$ cat config.mk
export PLATFORM = sky130hd
export DESIGN_NAME = bhds_front
export DESIGN_NICKNAME = d
export VERILOG_FILES = /design/src/sv/bhds_pkg.sv /design/src/sv/bhds_front.sv
export SDC_FILE = /design/constraint.sdc
export NUM_CORES = 1
export LEC_CHECK = 0
export ABC_AREA = 0
export BUFFER_PORTS_ARGS = -buffer_cell sky130_fd_sc_hd__buf_2
export CORE_AREA = 5 5 516 518
export CTS_CLUSTER_SIZE = 16
export DETAILED_ROUTE_END_ITERATION = 12
export DIE_AREA = 0 0 521 523
export GPL_ROUTABILITY_DRIVEN = 0
export HOLD_SLACK_MARGIN = 0.05
export PLACE_DENSITY_LB_ADDON = 0.3
export SYNTH_ARGS = -nofsm -noshare
export SYNTH_HDL_FRONTEND = slang
export SYNTH_SLANG_ARGS = --single-unit
$ cat constraint.sdc
create_clock -name clk -period 32.7 [get_ports clk]
set_input_delay 1.635 -clock clk [delete_from_list [all_inputs] [get_ports clk]]
set_output_delay 1.635 -clock clk [all_outputs]
set_load 0.02 [all_outputs]
$ cat src/sv/bhds_pkg.sv
// ----------------------------------------------------------------------------
// bhds_pkg
// Shared types, constants and SHA-256 helpers for the header hash check.
// ----------------------------------------------------------------------------
package bhds_pkg;

    localparam int HDR_BITS   = 640;
    localparam int DIG_BITS   = 256;
    localparam int QUEUE_DEPTH = 2;

    localparam logic [1:0] REG_TARGET3 = 2'd0;
    localparam logic [1:0] REG_TARGET2 = 2'd1;
    localparam logic [1:0] REG_TARGET1 = 2'd2;
    localparam logic [1:0] REG_TARGET0 = 2'd3;

    typedef logic [HDR_BITS-1:0] header_t;
    typedef logic [DIG_BITS-1:0] digest_t;

    // one job handed from front to back
    typedef struct packed {
        header_t     hdr;
        logic [31:0] nonce;
    } job_t;

    localparam logic [255:0] INIT_H = {
        32'h6a09e667, 32'hbb67ae85, 32'h3c6ef372, 32'ha54ff53a,
        32'h510e527f, 32'h9b05688c, 32'h1f83d9ab, 32'h5be0cd19
    };

    function automatic logic [31:0] round_k(input logic [5:0] i);
        logic [31:0] k;
        case (i)
            6'd0: k = 32'h428a2f98; 6'd1: k = 32'h71374491; 6'd2: k = 32'hb5c0fbcf;
            6'd3: k = 32'he9b5dba5; 6'd4: k = 32'h3956c25b; 6'd5: k = 32'h59f111f1;
            6'd6: k = 32'h923f82a4; 6'd7: k = 32'hab1c5ed5; 6'd8: k = 32'hd807aa98;
            6'd9: k = 32'h12835b01; 6'd10: k = 32'h243185be; 6'd11: k = 32'h550c7dc3;
            6'd12: k = 32'h72be5d74; 6'd13: k = 32'h80deb1fe; 6'd14: k = 32'h9bdc06a7;
            6'd15: k = 32'hc19bf174; 6'd16: k = 32'he49b69c1; 6'd17: k = 32'hefbe4786;
            6'd18: k = 32'h0fc19dc6; 6'd19: k = 32'h240ca1cc; 6'd20: k = 32'h2de92c6f;
            6'd21: k = 32'h4a7484aa; 6'd22: k = 32'h5cb0a9dc; 6'd23: k = 32'h76f988da;
            6'd24: k = 32'h983e5152; 6'd25: k = 32'ha831c66d; 6'd26: k = 32'hb00327c8;
            6'd27: k = 32'hbf597fc7; 6'd28: k = 32'hc6e00bf3; 6'd29: k = 32'hd5a79147;
            6'd30: k = 32'h06ca6351; 6'd31: k = 32'h14292967; 6'd32: k = 32'h27b70a85;
            6'd33: k = 32'h2e1b2138; 6'd34: k = 32'h4d2c6dfc; 6'd35: k = 32'h53380d13;
            6'd36: k = 32'h650a7354; 6'd37: k = 32'h766a0abb; 6'd38: k = 32'h81c2c92e;
            6'd39: k = 32'h92722c85; 6'd40: k = 32'ha2bfe8a1; 6'd41: k = 32'ha81a664b;
            6'd42: k = 32'hc24b8b70; 6'd43: k = 32'hc76c51a3; 6'd44: k = 32'hd192e819;
            6'd45: k = 32'hd6990624; 6'd46: k = 32'hf40e3585; 6'd47: k = 32'h106aa070;
            6'd48: k = 32'h19a4c116; 6'd49: k = 32'h1e376c08; 6'd50: k = 32'h2748774c;
            6'd51: k = 32'h34b0bcb5; 6'd52: k = 32'h391c0cb3; 6'd53: k = 32'h4ed8aa4a;
            6'd54: k = 32'h5b9cca4f; 6'd55: k = 32'h682e6ff3; 6'd56: k = 32'h748f82ee;
            6'd57: k = 32'h78a5636f; 6'd58: k = 32'h84c87814; 6'd59: k = 32'h8cc70208;
            6'd60: k = 32'h90befffa; 6'd61: k = 32'ha4506ceb; 6'd62: k = 32'hbef9a3f7;
            default: k = 32'hc67178f2;
        endcase
        return k;
    endfunction

    function automatic logic [31:0] bswap32(input logic [31:0] x);
        return {x[7:0], x[15:8], x[23:16], x[31:24]};
    endfunction

    function automatic logic [63:0] bswap64(input logic [63:0] x);
        logic [63:0] r;
        for (int i = 0; i < 8; i++)
        begin
            r[8*i +: 8] = x[56-8*i +: 8];
        end
        return r;
    endfunction

endpackage

$ cat src/sv/bhds_front.sv
// ----------------------------------------------------------------------------
// bhds_front
// Accepts header items, assembles the 80-byte wire header, queues jobs.
// ----------------------------------------------------------------------------
module bhds_front (
    input  logic            clk,
    input  logic            rst_n,
    input  logic            in_valid,
    output logic            in_ready,
    input  logic [31:0]     version_word,
    input  logic [63:0]     prev_hash_a,
    input  logic [63:0]     prev_hash_b,
    input  logic [63:0]     prev_hash_c,
    input  logic [63:0]     prev_hash_d,
    input  logic [63:0]     merkle_a,
    input  logic [63:0]     merkle_b,
    input  logic [63:0]     merkle_c,
    input  logic [63:0]     merkle_d,
    input  logic [31:0]     time_word,
    input  logic [31:0]     bits_word,
    input  logic [31:0]     nonce_value,
    output logic            job_valid,
    input  logic            job_ready,
    output bhds_pkg::job_t  job
);
    import bhds_pkg::*;

    localparam int PW = $clog2(QUEUE_DEPTH);

    job_t          q_mem [QUEUE_DEPTH];
    logic [PW-1:0] wr_ptr_reg, rd_ptr_reg;
    logic [PW:0]   count_reg;
    job_t          new_job;
    logic          push, pop;

    // header assembly: version, prev hash, time, bits and nonce byte-reversed per 32-bit word, merkle words as given
    always_comb
    begin
        new_job.hdr = {bswap32(version_word),
                       bswap32(prev_hash_a[63:32]), bswap32(prev_hash_a[31:0]),
                       bswap32(prev_hash_b[63:32]), bswap32(prev_hash_b[31:0]),
                       bswap32(prev_hash_c[63:32]), bswap32(prev_hash_c[31:0]),
                       bswap32(prev_hash_d[63:32]), bswap32(prev_hash_d[31:0]),
                       merkle_a, merkle_b, merkle_c, merkle_d,
                       bswap32(time_word), bswap32(bits_word), bswap32(nonce_value)};
        new_job.nonce = nonce_value;
    end

    assign in_ready  = (count_reg != QUEUE_DEPTH[PW:0]);
    assign job_valid = (count_reg != '0);
    assign job       = q_mem[rd_ptr_reg];
    assign push      = in_valid && in_ready;
    assign pop       = job_valid && job_ready;

    // job queue storage
    always_ff @(posedge clk)
    begin
        if (push)
        begin
            q_mem[wr_ptr_reg] <= new_job;
        end
    end

    // queue pointers
    always_ff @(posedge clk or negedge rst_n)
    begin
        if (!rst_n)
        begin
            wr_ptr_reg <= '0;
            rd_ptr_reg <= '0;
            count_reg  <= '0;
        end
        else
        begin
            if (push)
            begin
                wr_ptr_reg <= wr_ptr_reg + 1'b1;
            end
            if (pop)
            begin
                rd_ptr_reg <= rd_ptr_reg + 1'b1;
            end
            count_reg <= count_reg + {{PW{1'b0}}, push} - {{PW{1'b0}}, pop};
        end
    end

    a_no_overflow: assert property (@(posedge clk) disable iff (!rst_n)
        count_reg <= QUEUE_DEPTH[PW:0])
        else $error("queue count overflow");
    a_full_blocks: assert property (@(posedge clk) disable iff (!rst_n)
        (count_reg == QUEUE_DEPTH[PW:0]) |-> !in_ready)
        else $error("full queue accepts item");
    a_pop_moves: assert property (@(posedge clk) disable iff (!rst_n)
        (pop && !push) |=> (count_reg == $past(count_reg) - 1'b1))
        else $error("pop count mismatch");

endmodule

==> flow_summary.json <==
{
  "p_per_area_nw_per_um2": 96.4,
  "clkTransAtPathRegs_ps": 60,
  "fin_nets": 4090,
  "skew_ps": 51.3,
  "gr-usage-all-layers_pct": 11.7,
  "synth-seq-cells": 1284,
  "r2r-start": "count_reg[0]$_DFF_PN0_",
  "drive_gt1_share_pct": 53.2,
  "maxSlewHeadroom_pct": 24.0,
  "crit_family": "buffers and inverters",
  "outcome": "complete, no violations",
  "maxCapViolations": 0,
  "clock_latency_ps": 780,
  "critical_path.endpoint_type": "output port",
  "wl_per_cell_um": 24.1,
  "cts_setup_buffers": 0,
  "syn_to_final_growth_pct": 31.9,
  "drt_wl_total_mm": 169,
  "crit_required_ps": 31060,
  "final-max-slew-violation-count": 0,
  "rsz0062_at_grt": "false",
  "setup_tns_ps": 0,
  "syn_area_um2": 47500,
  "holdCritPathClass": "reg -> reg",
  "yosys_warnings": 0,
  "crit_chain": "buf_12 > buf_4 > buf_4 > buf_4 > mux2_1 > buf_2",
  "path_max_fanout": 116,
  "path_buf_inv": 5,
  "grt.busiest_layer": "met2",
  "htreeDepth": 4,
  "cts_buffer_depth": 4,
  "syn_inst": 2045,
  "place.detailed.hpwl_mm": 131,
  "ir_drop_mv": 0.0517,
  "drc": 0,
  "cts.sinks": 1284,
  "grt_util_met2_pct": 20.4,
  "reg2reg_depth": 8,
  "die_w_um": 521,
  "finalSetupViolCount": 0,
  "fmax_mhz": 136,
  "io_pins": 1318,
  "first_pass_iters": 5,
  "pre_cts_slack_ps": 25590,
  "grt_pass1_wl_mm": 223,
  "grt_use_met3_pct": 6.53,
  "cts-root-buf": "clkbuf_16",
  "cts_tree": "built",
  "core.rowCount": 188,
  "met1_usage_pct": 12.1,
  "start_util_pct": 18.2,
  "core-area_um2": 261000,
  "syn_area_per_cell_um2": 23.3,
  "vias_per_cell": 3.61,
  "cp.arrival_ps": 5700,
  "num_vias": 25393,
  "die_area_um2": 272000,
  "fin_crit_sh_pct": 22.4,
  "postCtsHoldBufs": 0,
  "whs_path_depth": 1,
  "path_depth": 6,
  "largest_reg_flops": 1280,
  "leakagePower_nw": 23.1,
  "min_period_ps": 7330,
  "crit_path_frequent_cell": "buf_4",
  "worstMarginPinSlew_ps": 1140,
  "die_y_um": 523,
  "yosysSeqAreaShare_pct": 81.0,
  "synthesis.nets": 2690,
  "hold_viol_final": 0,
  "post_cts_resized": 0,
  "timing.final.ws_setup_ps": 25370,
  "max_stage_delay_ps": 850,
  "portBuffers": 1317,
  "grt.overflow.total": 0,
  "slowest_stage": "buf_4",
  "ys_types": 22,
  "critPathLaunch": "rd_ptr_reg$_DFFE_PN0P_",
  "antenna_found_initial": 155,
  "first_iter_violations": 1347,
  "postRouteAntennaNets": 0,
  "worstSetupPathType": "reg -> out",
  "hp-start": "wr_ptr_reg$_DFFE_PN0P_",
  "grt_max_degree": 130,
  "cts_made_buffers": 156,
  "grt_pass1_vias": 26464,
  "setup.worst_path.start_class": "register"
}
[cell families (layout without fill, tap and decap cells)]
logic type	after synthesis	in the layout	synth area share [%]
compound gates	4	4	0.0658
xor+xnor	3	3	0.0553
fa+ha+maj	1	1	0.0263
buf+inv	103	1617	2.05
flops	1284	1284	81.0
mux	640	640	16.7
other cells	0	54	0
simple gates	10	10	0.103
[through the flow]
stage          power, mW  utilization, %  hold WS (ps)  instance area [µm²]  instances
3_5_place_dp        4.48            22.1           590                57700       6707
5_1_grt             6.34            24.0           571                62700       7019
2_1_floorplan       4.08               -           460                47500       2045
3_3_place_gp        4.47            22.1           581                57700       6707
4_1_cts             6.17            24.0           552                62600       6979
6_report            6.05            24.0           592                62700       7033
[power breakdown]
part | internal (mW) | switching [mW]
clock network | 0.997 | 0.663
registers | 2.25 | 0.0910
logic | 0.693 | 1.35
[final cells by class]
type | count | area [µm²]
Clock buffer | 194 | 4100
Antenna cell | 54 | 135
Multi-Input combinational cell | 658 | 8050
Tap cell | 3420 | 4280
Sequential cell | 1284 | 38500
Timing Repair Buffer | 1345 | 6860
Clock inverter | 78 | 769
Fill cell | 27066 | 198000
[cell usage in the layout (no fill, tap or decap), types with 2 or more instances in the layout]
cell type / n
diode_2: 54
clkbuf_1: 35
clkinv_1: 35
mux2_4: 190
buf_2: 1317
inv_6: 4
edfxtp_1: 1280
nor2_1: 2
xnor2_1: 3
mux2_1: 300
dfrtp_1: 3
clkinv_4: 5
buf_12: 5
clkbuf_16: 158
bufinv_16: 14
clkinv_2: 15
mux2_2: 150
clkinv_8: 3
buf_4: 23
nand2_1: 2
clkinvlp_4: 2
[synth_stat cells]
cell type  number  area [µm²]
buf_8          10         150
nand2b_1        1        6.26
mux2_4        190        2850
buf_2          16        80.1
mux2_2        150        1690
a211oi_1        1        7.51
a21bo_2         1        10.0
nor2_1          3        11.3
nand3_1         1        5.00
dfrtp_1         4         100
buf_6          44         495
buf_4          33         248
o21ai_0         1        5.00
or2_2           1        6.26
edfxtp_1     1280       38400
nor2b_1         1        6.26
and3_1          1        6.26
ha_1            1        12.5
mux2_1        300        3380
a32oi_1         1        8.76
xnor2_1         3        26.3
nand2_1         2        7.51
[routing by layer]
metal	vias to the layer above	routed length [µm]
met1	12561	59200
met5	-	547
li1	11021	-
met4	86	5640
met2	1290	83000
met3	435	21000
[path summary, 6_finish.rpt]
check                                     endpoint  slack [ps]
max                                       job[120]       25370
min                         wr_ptr_reg$_DFFE_PN0P_         590
max reg2reg                q_mem[0][620]$_DFFE_PP_       26930
min reg2reg                 wr_ptr_reg$_DFFE_PN0P_         590
max in group asynchronous   rd_ptr_reg$_DFFE_PN0P_       31880
min in group asynchronous   count_reg[0]$_DFF_PN0_         660
Power figures use the tool's default switching activity.
