--- src/sv/bhds_pkg.sv ---
// ----------------------------------------------------------------------------
// bhds_pkg
// Shared types, constants and SHA-256 helpers for the header hash check.
// ----------------------------------------------------------------------------
package bhds_pkg;

    localparam int HDR_BITS   = 640;
    localparam int DIG_BITS   = 256;
    localparam int QUEUE_DEPTH = 2;

    localparam logic [1:0] REG_TARGET3 = 2'd0;
    localparam logic [1:0] REG_TARGET2 = 2'd1;
    localparam logic [1:0] REG_TARGET1 = 2'd2;
    localparam logic [1:0] REG_TARGET0 = 2'd3;

    typedef logic [HDR_BITS-1:0] header_t;
    typedef logic [DIG_BITS-1:0] digest_t;

    // one job handed from front to back
    typedef struct packed {
        header_t     hdr;
        logic [31:0] nonce;
    } job_t;

    localparam logic [255:0] INIT_H = {
        32'h6a09e667, 32'hbb67ae85, 32'h3c6ef372, 32'ha54ff53a,
        32'h510e527f, 32'h9b05688c, 32'h1f83d9ab, 32'h5be0cd19
    };

    function automatic logic [31:0] round_k(input logic [5:0] i);
        logic [31:0] k;
        case (i)
            6'd0: k = 32'h428a2f98; 6'd1: k = 32'h71374491; 6'd2: k = 32'hb5c0fbcf;
            6'd3: k = 32'he9b5dba5; 6'd4: k = 32'h3956c25b; 6'd5: k = 32'h59f111f1;
            6'd6: k = 32'h923f82a4; 6'd7: k = 32'hab1c5ed5; 6'd8: k = 32'hd807aa98;
            6'd9: k = 32'h12835b01; 6'd10: k = 32'h243185be; 6'd11: k = 32'h550c7dc3;
            6'd12: k = 32'h72be5d74; 6'd13: k = 32'h80deb1fe; 6'd14: k = 32'h9bdc06a7;
            6'd15: k = 32'hc19bf174; 6'd16: k = 32'he49b69c1; 6'd17: k = 32'hefbe4786;
            6'd18: k = 32'h0fc19dc6; 6'd19: k = 32'h240ca1cc; 6'd20: k = 32'h2de92c6f;
            6'd21: k = 32'h4a7484aa; 6'd22: k = 32'h5cb0a9dc; 6'd23: k = 32'h76f988da;
            6'd24: k = 32'h983e5152; 6'd25: k = 32'ha831c66d; 6'd26: k = 32'hb00327c8;
            6'd27: k = 32'hbf597fc7; 6'd28: k = 32'hc6e00bf3; 6'd29: k = 32'hd5a79147;
            6'd30: k = 32'h06ca6351; 6'd31: k = 32'h14292967; 6'd32: k = 32'h27b70a85;
            6'd33: k = 32'h2e1b2138; 6'd34: k = 32'h4d2c6dfc; 6'd35: k = 32'h53380d13;
            6'd36: k = 32'h650a7354; 6'd37: k = 32'h766a0abb; 6'd38: k = 32'h81c2c92e;
            6'd39: k = 32'h92722c85; 6'd40: k = 32'ha2bfe8a1; 6'd41: k = 32'ha81a664b;
            6'd42: k = 32'hc24b8b70; 6'd43: k = 32'hc76c51a3; 6'd44: k = 32'hd192e819;
            6'd45: k = 32'hd6990624; 6'd46: k = 32'hf40e3585; 6'd47: k = 32'h106aa070;
            6'd48: k = 32'h19a4c116; 6'd49: k = 32'h1e376c08; 6'd50: k = 32'h2748774c;
            6'd51: k = 32'h34b0bcb5; 6'd52: k = 32'h391c0cb3; 6'd53: k = 32'h4ed8aa4a;
            6'd54: k = 32'h5b9cca4f; 6'd55: k = 32'h682e6ff3; 6'd56: k = 32'h748f82ee;
            6'd57: k = 32'h78a5636f; 6'd58: k = 32'h84c87814; 6'd59: k = 32'h8cc70208;
            6'd60: k = 32'h90befffa; 6'd61: k = 32'ha4506ceb; 6'd62: k = 32'hbef9a3f7;
            default: k = 32'hc67178f2;
        endcase
        return k;
    endfunction

    function automatic logic [31:0] bswap32(input logic [31:0] x);
        return {x[7:0], x[15:8], x[23:16], x[31:24]};
    endfunction

    function automatic logic [63:0] bswap64(input logic [63:0] x);
        logic [63:0] r;
        for (int i = 0; i < 8; i++)
        begin
            r[8*i +: 8] = x[56-8*i +: 8];
        end
        return r;
    endfunction

endpackage

--- src/sv/bhds_back.sv ---
// ----------------------------------------------------------------------------
// bhds_back
// Shared SHA-256 round unit: three compressions per job, then compare.
// ----------------------------------------------------------------------------
module bhds_back (
    input  logic            clk,
    input  logic            rst_n,
    input  logic            job_valid,
    output logic            job_ready,
    input  bhds_pkg::job_t  job,
    input  logic [255:0]    target,
    output logic            out_valid,
    input  logic            out_ready,
    output logic [63:0]     digest_a,
    output logic [63:0]     digest_b,
    output logic [63:0]     digest_c,
    output logic [63:0]     digest_d,
    output logic            meets_target,
    output logic            new_best
);
    import bhds_pkg::*;

    localparam logic [1:0] ST_IDLE = 2'd0;
    localparam logic [1:0] ST_RUN  = 2'd1;
    localparam logic [1:0] ST_CMP  = 2'd2;

    logic [1:0]   state_reg, state_next;
    logic [1:0]   pass_reg;
    logic [5:0]   rnd_reg;
    header_t      hdr_reg;
    logic [31:0]  nonce_reg;
    logic [31:0]  w_reg [16];
    logic [255:0] work_reg;
    logic [255:0] mid_reg;
    logic [255:0] hout_reg;
    logic [255:0] best_reg;
    logic [31:0]  best_nonce_reg;
    logic         out_valid_reg;
    logic         meets_reg, newb_reg;
    logic [255:0] dig_out_reg;

    logic [31:0]  a, b, c, d, e, f, g, h, t1, t2, s0, s1, w_new, wt;
    logic [255:0] chain, sum_h, dig_le, work_next;
    logic         lt_target, lt_best;

    // chaining value of the current pass
    always_comb
    begin
        case (pass_reg)
            2'd0:    chain = INIT_H;
            2'd1:    chain = mid_reg;
            default: chain = INIT_H;
        endcase
    end

    // one round per cycle
    always_comb
    begin
        {a, b, c, d, e, f, g, h} = work_reg;
        s0 = {w_reg[1][6:0], w_reg[1][31:7]} ^ {w_reg[1][17:0], w_reg[1][31:18]}
             ^ (w_reg[1] >> 3);
        s1 = {w_reg[14][16:0], w_reg[14][31:17]} ^ {w_reg[14][18:0], w_reg[14][31:19]}
             ^ (w_reg[14] >> 10);
        w_new = w_reg[0] + s0 + w_reg[9] + s1;
        wt = w_reg[0];
        t1 = h + ({e[5:0], e[31:6]} ^ {e[10:0], e[31:11]} ^ {e[24:0], e[31:25]})
             + ((e & f) ^ (~e & g)) + round_k(rnd_reg) + wt;
        t2 = ({a[1:0], a[31:2]} ^ {a[12:0], a[31:13]} ^ {a[21:0], a[31:22]})
             + ((a & b) ^ (a & c) ^ (b & c));
        work_next = {t1 + t2, a, b, c, d + t1, e, f, g};
        // chaining add after the last round of a pass
        for (int i = 0; i < 8; i++)
        begin
            sum_h[32*i +: 32] = chain[32*i +: 32] + work_next[32*i +: 32];
        end
    end

    // little-endian view of the digest, whole 256 bits byte-reversed
    always_comb
    begin
        for (int i = 0; i < 4; i++)
        begin
            dig_le[64*i +: 64] = bswap64(hout_reg[255-64*i -: 64]);
        end
        lt_target = (dig_le <= target);
        lt_best   = (dig_le < best_reg);
    end

    assign job_ready = (state_reg == ST_IDLE);

    // sequencer
    always_comb
    begin
        state_next = state_reg;
        case (state_reg)
            ST_IDLE: if (job_valid) state_next = ST_RUN;
            ST_RUN:  if (rnd_reg == 6'd63 && pass_reg == 2'd2) state_next = ST_CMP;
            ST_CMP:  if (!out_valid_reg || out_ready) state_next = ST_IDLE;
            default: state_next = ST_IDLE;
        endcase
    end

    always_ff @(posedge clk or negedge rst_n)
    begin
        if (!rst_n)
        begin
            state_reg      <= ST_IDLE;
            pass_reg       <= '0;
            rnd_reg        <= '0;
            out_valid_reg  <= 1'b0;
            best_reg       <= '1;
            best_nonce_reg <= '0;
        end
        else
        begin
            state_reg <= state_next;
            // result register: load on compare, clear when taken
            if (state_reg == ST_CMP && (!out_valid_reg || out_ready))
            begin
                out_valid_reg <= 1'b1;
            end
            else if (out_valid_reg && out_ready)
            begin
                out_valid_reg <= 1'b0;
            end
            case (state_reg)
                ST_IDLE:
                begin
                    pass_reg <= '0;
                    rnd_reg  <= '0;
                end
                ST_RUN:
                begin
                    rnd_reg <= rnd_reg + 1'b1;
                    if (rnd_reg == 6'd63)
                    begin
                        pass_reg <= pass_reg + 1'b1;
                    end
                end
                ST_CMP:
                begin
                    if ((!out_valid_reg || out_ready) && lt_best)
                    begin
                        best_reg       <= dig_le;
                        best_nonce_reg <= nonce_reg;
                    end
                end
                default: ;
            endcase
        end
    end

    // datapath
    always_ff @(posedge clk)
    begin
        if (state_reg == ST_IDLE && job_valid)
        begin
            hdr_reg   <= job.hdr;
            nonce_reg <= job.nonce;
            work_reg  <= INIT_H;
            for (int i = 0; i < 16; i++)
            begin
                w_reg[i] <= job.hdr[639-32*i -: 32];
            end
        end
        else if (state_reg == ST_RUN)
        begin
            if (rnd_reg == 6'd63)
            begin
                // finish pass and load next block, or keep the final hash after the last pass
                case (pass_reg)
                    2'd0:
                    begin
                        work_reg <= sum_h;
                        mid_reg  <= sum_h;
                        for (int i = 0; i < 4; i++)
                        begin
                            w_reg[i] <= hdr_reg[127-32*i -: 32];
                        end
                        w_reg[4] <= 32'h80000000;
                        for (int i = 5; i < 15; i++)
                        begin
                            w_reg[i] <= 32'd0;
                        end
                        w_reg[15] <= 32'd640;
                    end
                    2'd1:
                    begin
                        work_reg <= INIT_H;
                        mid_reg  <= sum_h;
                        for (int i = 0; i < 8; i++)
                        begin
                            w_reg[i] <= sum_h[255-32*i -: 32];
                        end
                        w_reg[8] <= 32'h80000000;
                        for (int i = 9; i < 15; i++)
                        begin
                            w_reg[i] <= 32'd0;
                        end
                        w_reg[15] <= 32'd256;
                    end
                    default: hout_reg <= sum_h;
                endcase
            end
            else
            begin
                work_reg <= work_next;
                for (int i = 0; i < 15; i++)
                begin
                    w_reg[i] <= w_reg[i+1];
                end
                w_reg[15] <= w_new;
            end
        end
        else if (state_reg == ST_CMP && (!out_valid_reg || out_ready))
        begin
            dig_out_reg <= hout_reg;
            meets_reg   <= lt_target;
            newb_reg    <= lt_best;
        end
    end

    assign out_valid    = out_valid_reg;
    assign digest_a     = dig_out_reg[255:192];
    assign digest_b     = dig_out_reg[191:128];
    assign digest_c     = dig_out_reg[127:64];
    assign digest_d     = dig_out_reg[63:0];
    assign meets_target = meets_reg;
    assign new_best     = newb_reg;

    a_out_hold: assert property (@(posedge clk) disable iff (!rst_n)
        (out_valid_reg && !out_ready) |=> out_valid_reg)
        else $error("result dropped");
    a_best_mono: assert property (@(posedge clk) disable iff (!rst_n)
        (best_reg != $past(best_reg)) |-> (best_reg < $past(best_reg)))
        else $error("best hash grew");
    a_pass_range: assert property (@(posedge clk) disable iff (!rst_n)
        (state_reg == ST_RUN) |-> (pass_reg != 2'd3))
        else $error("pass out of range");

endmodule

--- config.mk ---
export PLATFORM = sky130hd
export DESIGN_NAME = bhds_back
export DESIGN_NICKNAME = d
export VERILOG_FILES = /design/src/sv/bhds_pkg.sv /design/src/sv/bhds_back.sv
export SDC_FILE = /design/constraint.sdc
export NUM_CORES = 2
export LEC_CHECK = 0
export BUFFER_PORTS_ARGS = -buffer_cell sky130_fd_sc_hd__buf_2
export CAP_MARGIN = 10
export CORE_ASPECT_RATIO = 1.1
export CORE_MARGIN = 2
export CORE_UTILIZATION = 53
export DETAILED_ROUTE_END_ITERATION = 6
export GPL_TIMING_DRIVEN = 0
export PLACE_DENSITY = 0.83
export SLEW_MARGIN = 15
export SYNTH_ARGS = -nofsm -noshare
export SYNTH_HDL_FRONTEND = slang
export SYNTH_SLANG_ARGS = --single-unit
--- constraint.sdc ---
create_clock -name clk -period 64 [get_ports clk]
set_clock_uncertainty 0.2 [all_clocks]
set_input_delay 3.2 -clock clk [delete_from_list [all_inputs] [get_ports clk]]
set_output_delay 3.2 -clock clk [all_outputs]
set_load 0.05 [all_outputs]
==> metrics <==
status=finished with violations; failing checks=DRC, capacitance limit, slew limit; CTS tree=yes; Die Y=488 µm; DP Cell Count=14252; R2R depth=39; die area=217000 µm²; post_cts resized=0; fillers=16698; final setup violation count=0; drt drc=37; most frequent cell after synthesis=edfxtp_1; Max Freq=58.9 MHz; post-synth top area cell=edfxtp_1; Top Ports=1192; Clock H-tree levels=4; EDFF count, synth=1410; Antenna Nets Post-Route=0; Crit-path slowest cell=xnor2_1; initial antenna violation count=161; Slew Viols, Final=5; Rows=177; critical path peak fanout=14; CP startpoint kind=flip-flop; endpoints failing hold=0; Die W=444 µm; final instance area=132000 µm²; crit share post-route=26.5%; initial core utilization=53.4%; dpl cell area=124000 µm²; #FFs+latches synth=1933; most used flip-flop cell after synthesis=edfxtp_1; hold path startpoint=work_reg[21]$_SDFFE_PP1P_; Initial DRT Pass Iterations=7; top cell type's share of synthesized area=37.5%; Final min period=16.98 ns; Synth cell types=95; post-CTS setup repair buffer count=0; FFs w/ async S/R, synth=13.8%; worst-skew pair later-pin latency=0.93 ns; grt ovf=0; Synth Area per Inst=11.1 µm²; Max Cap Violations=4; critical path's largest stage delay=1.13 ns; share of cells above drive strength 1=17.2%; area delta synth->final=16.4%; WS Path Type=reg2reg; Area contributors post-synth=edfxtp_1 (37%), ha_1 (10%), dfstp_2 (6.0%); violation count after the first detailed-route iteration=16322; gp weighted congestion=1.13; Reg2Reg Launch Point=rnd_reg[1]$_DFFE_PN0P_; port bufs=1159; Layout Nets=13725; WHS Path Cells=2; number of global-route vias before repair=95745; synth cell count leaders=edfxtp_1 (1410), ha_1 (913), inv_1 (872), nand2_1 (586), nor2_1 (546); post-synthesis cell count=10218; max FFs per register=512; Critical Path AT=17.47 ns; YS warnings=0; Post-Route WL=596 mm; Crit. End Element=flip-flop; largest net degree at the start of global routing=93; HPWL after detailed placement=481 mm; CP most frequent cell=ha_1; Syn Nets=12258; clock sink count=1933; Hold Path Sink=work_reg[21]$_SDFFE_PP1P_; CTS Buf Count=198; CTS clk-pin slew, worst paths=0.07 ns; reg2reg end=w_reg[0][31]$_DFFE_PP_; number of vias per cell=6.92; root buf cell=clkbuf_16; clock buffer depth=3; wire length per cell=40.4 µm; unrepaired setup endpoints after global routing=false; fin cells=14756; hold slack=0.274 ns; Slew @ Worst Pin=1.54 ns; post-route setup TNS=0 ns; total global-route track usage=53.7%; Worst Path Required=64.49 ns; Relative slew margins=-3.32%; Core ar.=212000 µm²; synthesized area=113000 µm²; via count=102054; internal reg-to-reg setup slack=47.02 ns; sequential fraction of the synthesis area=48.2%; global-route wire length before repair=789 mm; Hold Buf Count CTS=0; worst hold path type=reg2reg
-- through the flow --
step	utilization [%]	setup slack, ns
6_report	62.1	47.02
5_1_grt	62.1	47.29
4_1_cts	61.9	47.99
3_5_place_dp	58.6	48.07
3_3_place_gp	57.8	31.92
2_1_floorplan	-	43.39
-- per-layer routing --
layer / global-route usage (%) / up-vias / part of all wire, %
li1: - / 40758 / -
met1: 60.6 / 49609 / 32
met2: 75.8 / 9054 / 40
met3: 20.8 / 2593 / 14
met4: 55.0 / 40 / 13
met5: 0 / - / 0.065
-- layout make-up --
cell class / instances / area [µm²] / area share (%)
inverter: 875 / 3280 / 2.50
sequential: 1933 / 54500 / 41.4
multi-input combinational: 6908 / 53700 / 40.8
timing repair buffer: 1267 / 7300 / 5.55
clock inverter: 119 / 1500 / 1.14
antenna: 125 / 313 / 0.238
tap: 2774 / 3470 / 2.64
clock buffer: 253 / 5450 / 4.14
buffer: 502 / 2050 / 1.56
-- cell families (layout without fill, tap and decap cells) --
logic type                 count (synthesis)  after routing  share of synthesized area (%)
buffers and inverters                   1377           3016                           4.67
and+or+nand+nor                         2221           2221                           9.45
DFF                                     1933           1933                           48.2
AOI/OAI and AO/OA                       2655           2655                           16.2
muxes                                    311            311                           3.17
xor gates and xnor gates                 584            584                           4.53
adders and majority gates               1137           1137                           13.8
other                                      0            125                              0
-- worst max path at each step --
stage                                 startpoint                     end  slack, ns  depth (start not counted)
after floorplan           rnd_reg[1]$_DFFE_PN0P_   hout_reg[0]$_DFFE_PP_      43.39                          9
after global placement    rnd_reg[1]$_DFFE_PN0P_  hout_reg[28]$_DFFE_PP_      31.92                          9
after detailed placement  rnd_reg[1]$_DFFE_PN0P_  w_reg[0][31]$_DFFE_PP_      48.07                         45
after CTS                 rnd_reg[1]$_DFFE_PN0P_  w_reg[0][31]$_DFFE_PP_      47.99                         45
after global routing      rnd_reg[1]$_DFFE_PN0P_  w_reg[0][31]$_DFFE_PP_      47.29                         45
final                     rnd_reg[1]$_DFFE_PN0P_  w_reg[0][31]$_DFFE_PP_      47.02                         39
-- layout by cell type, fill, tap and decap left out, types with 256 or more instances in the layout --
master,Yosys,layout
edfxtp_1,1410,1410
dfxtp_1,256,256
a21oi_1,545,545
dfstp_2,256,256
mux2_1,256,256
inv_1,872,872
a21o_1,323,323
nor2_1,546,544
ha_1,913,913
nand2_1,586,580
o21ai_0,462,451
clkbuf_1,426,419
xnor2_1,451,428
buf_2,14,1180
-- worst max-delay path, delay by kind of cell, from the launching register on --
| kind | cells | cell delay [ns] |
|---|---|---|
| buf+inv | 4 | 2.05 |
| simple gates | 7 | 2.41 |
| fa+ha+maj | 7 | 3.38 |
| flops | 1 | 0.61 |
| xor+xnor | 4 | 2.35 |
| compound gates | 17 | 5.75 |
Power is left out: the tool's default activity adds up to more than one toggle a clock period on the data nets, which glitch-free logic cannot reach.
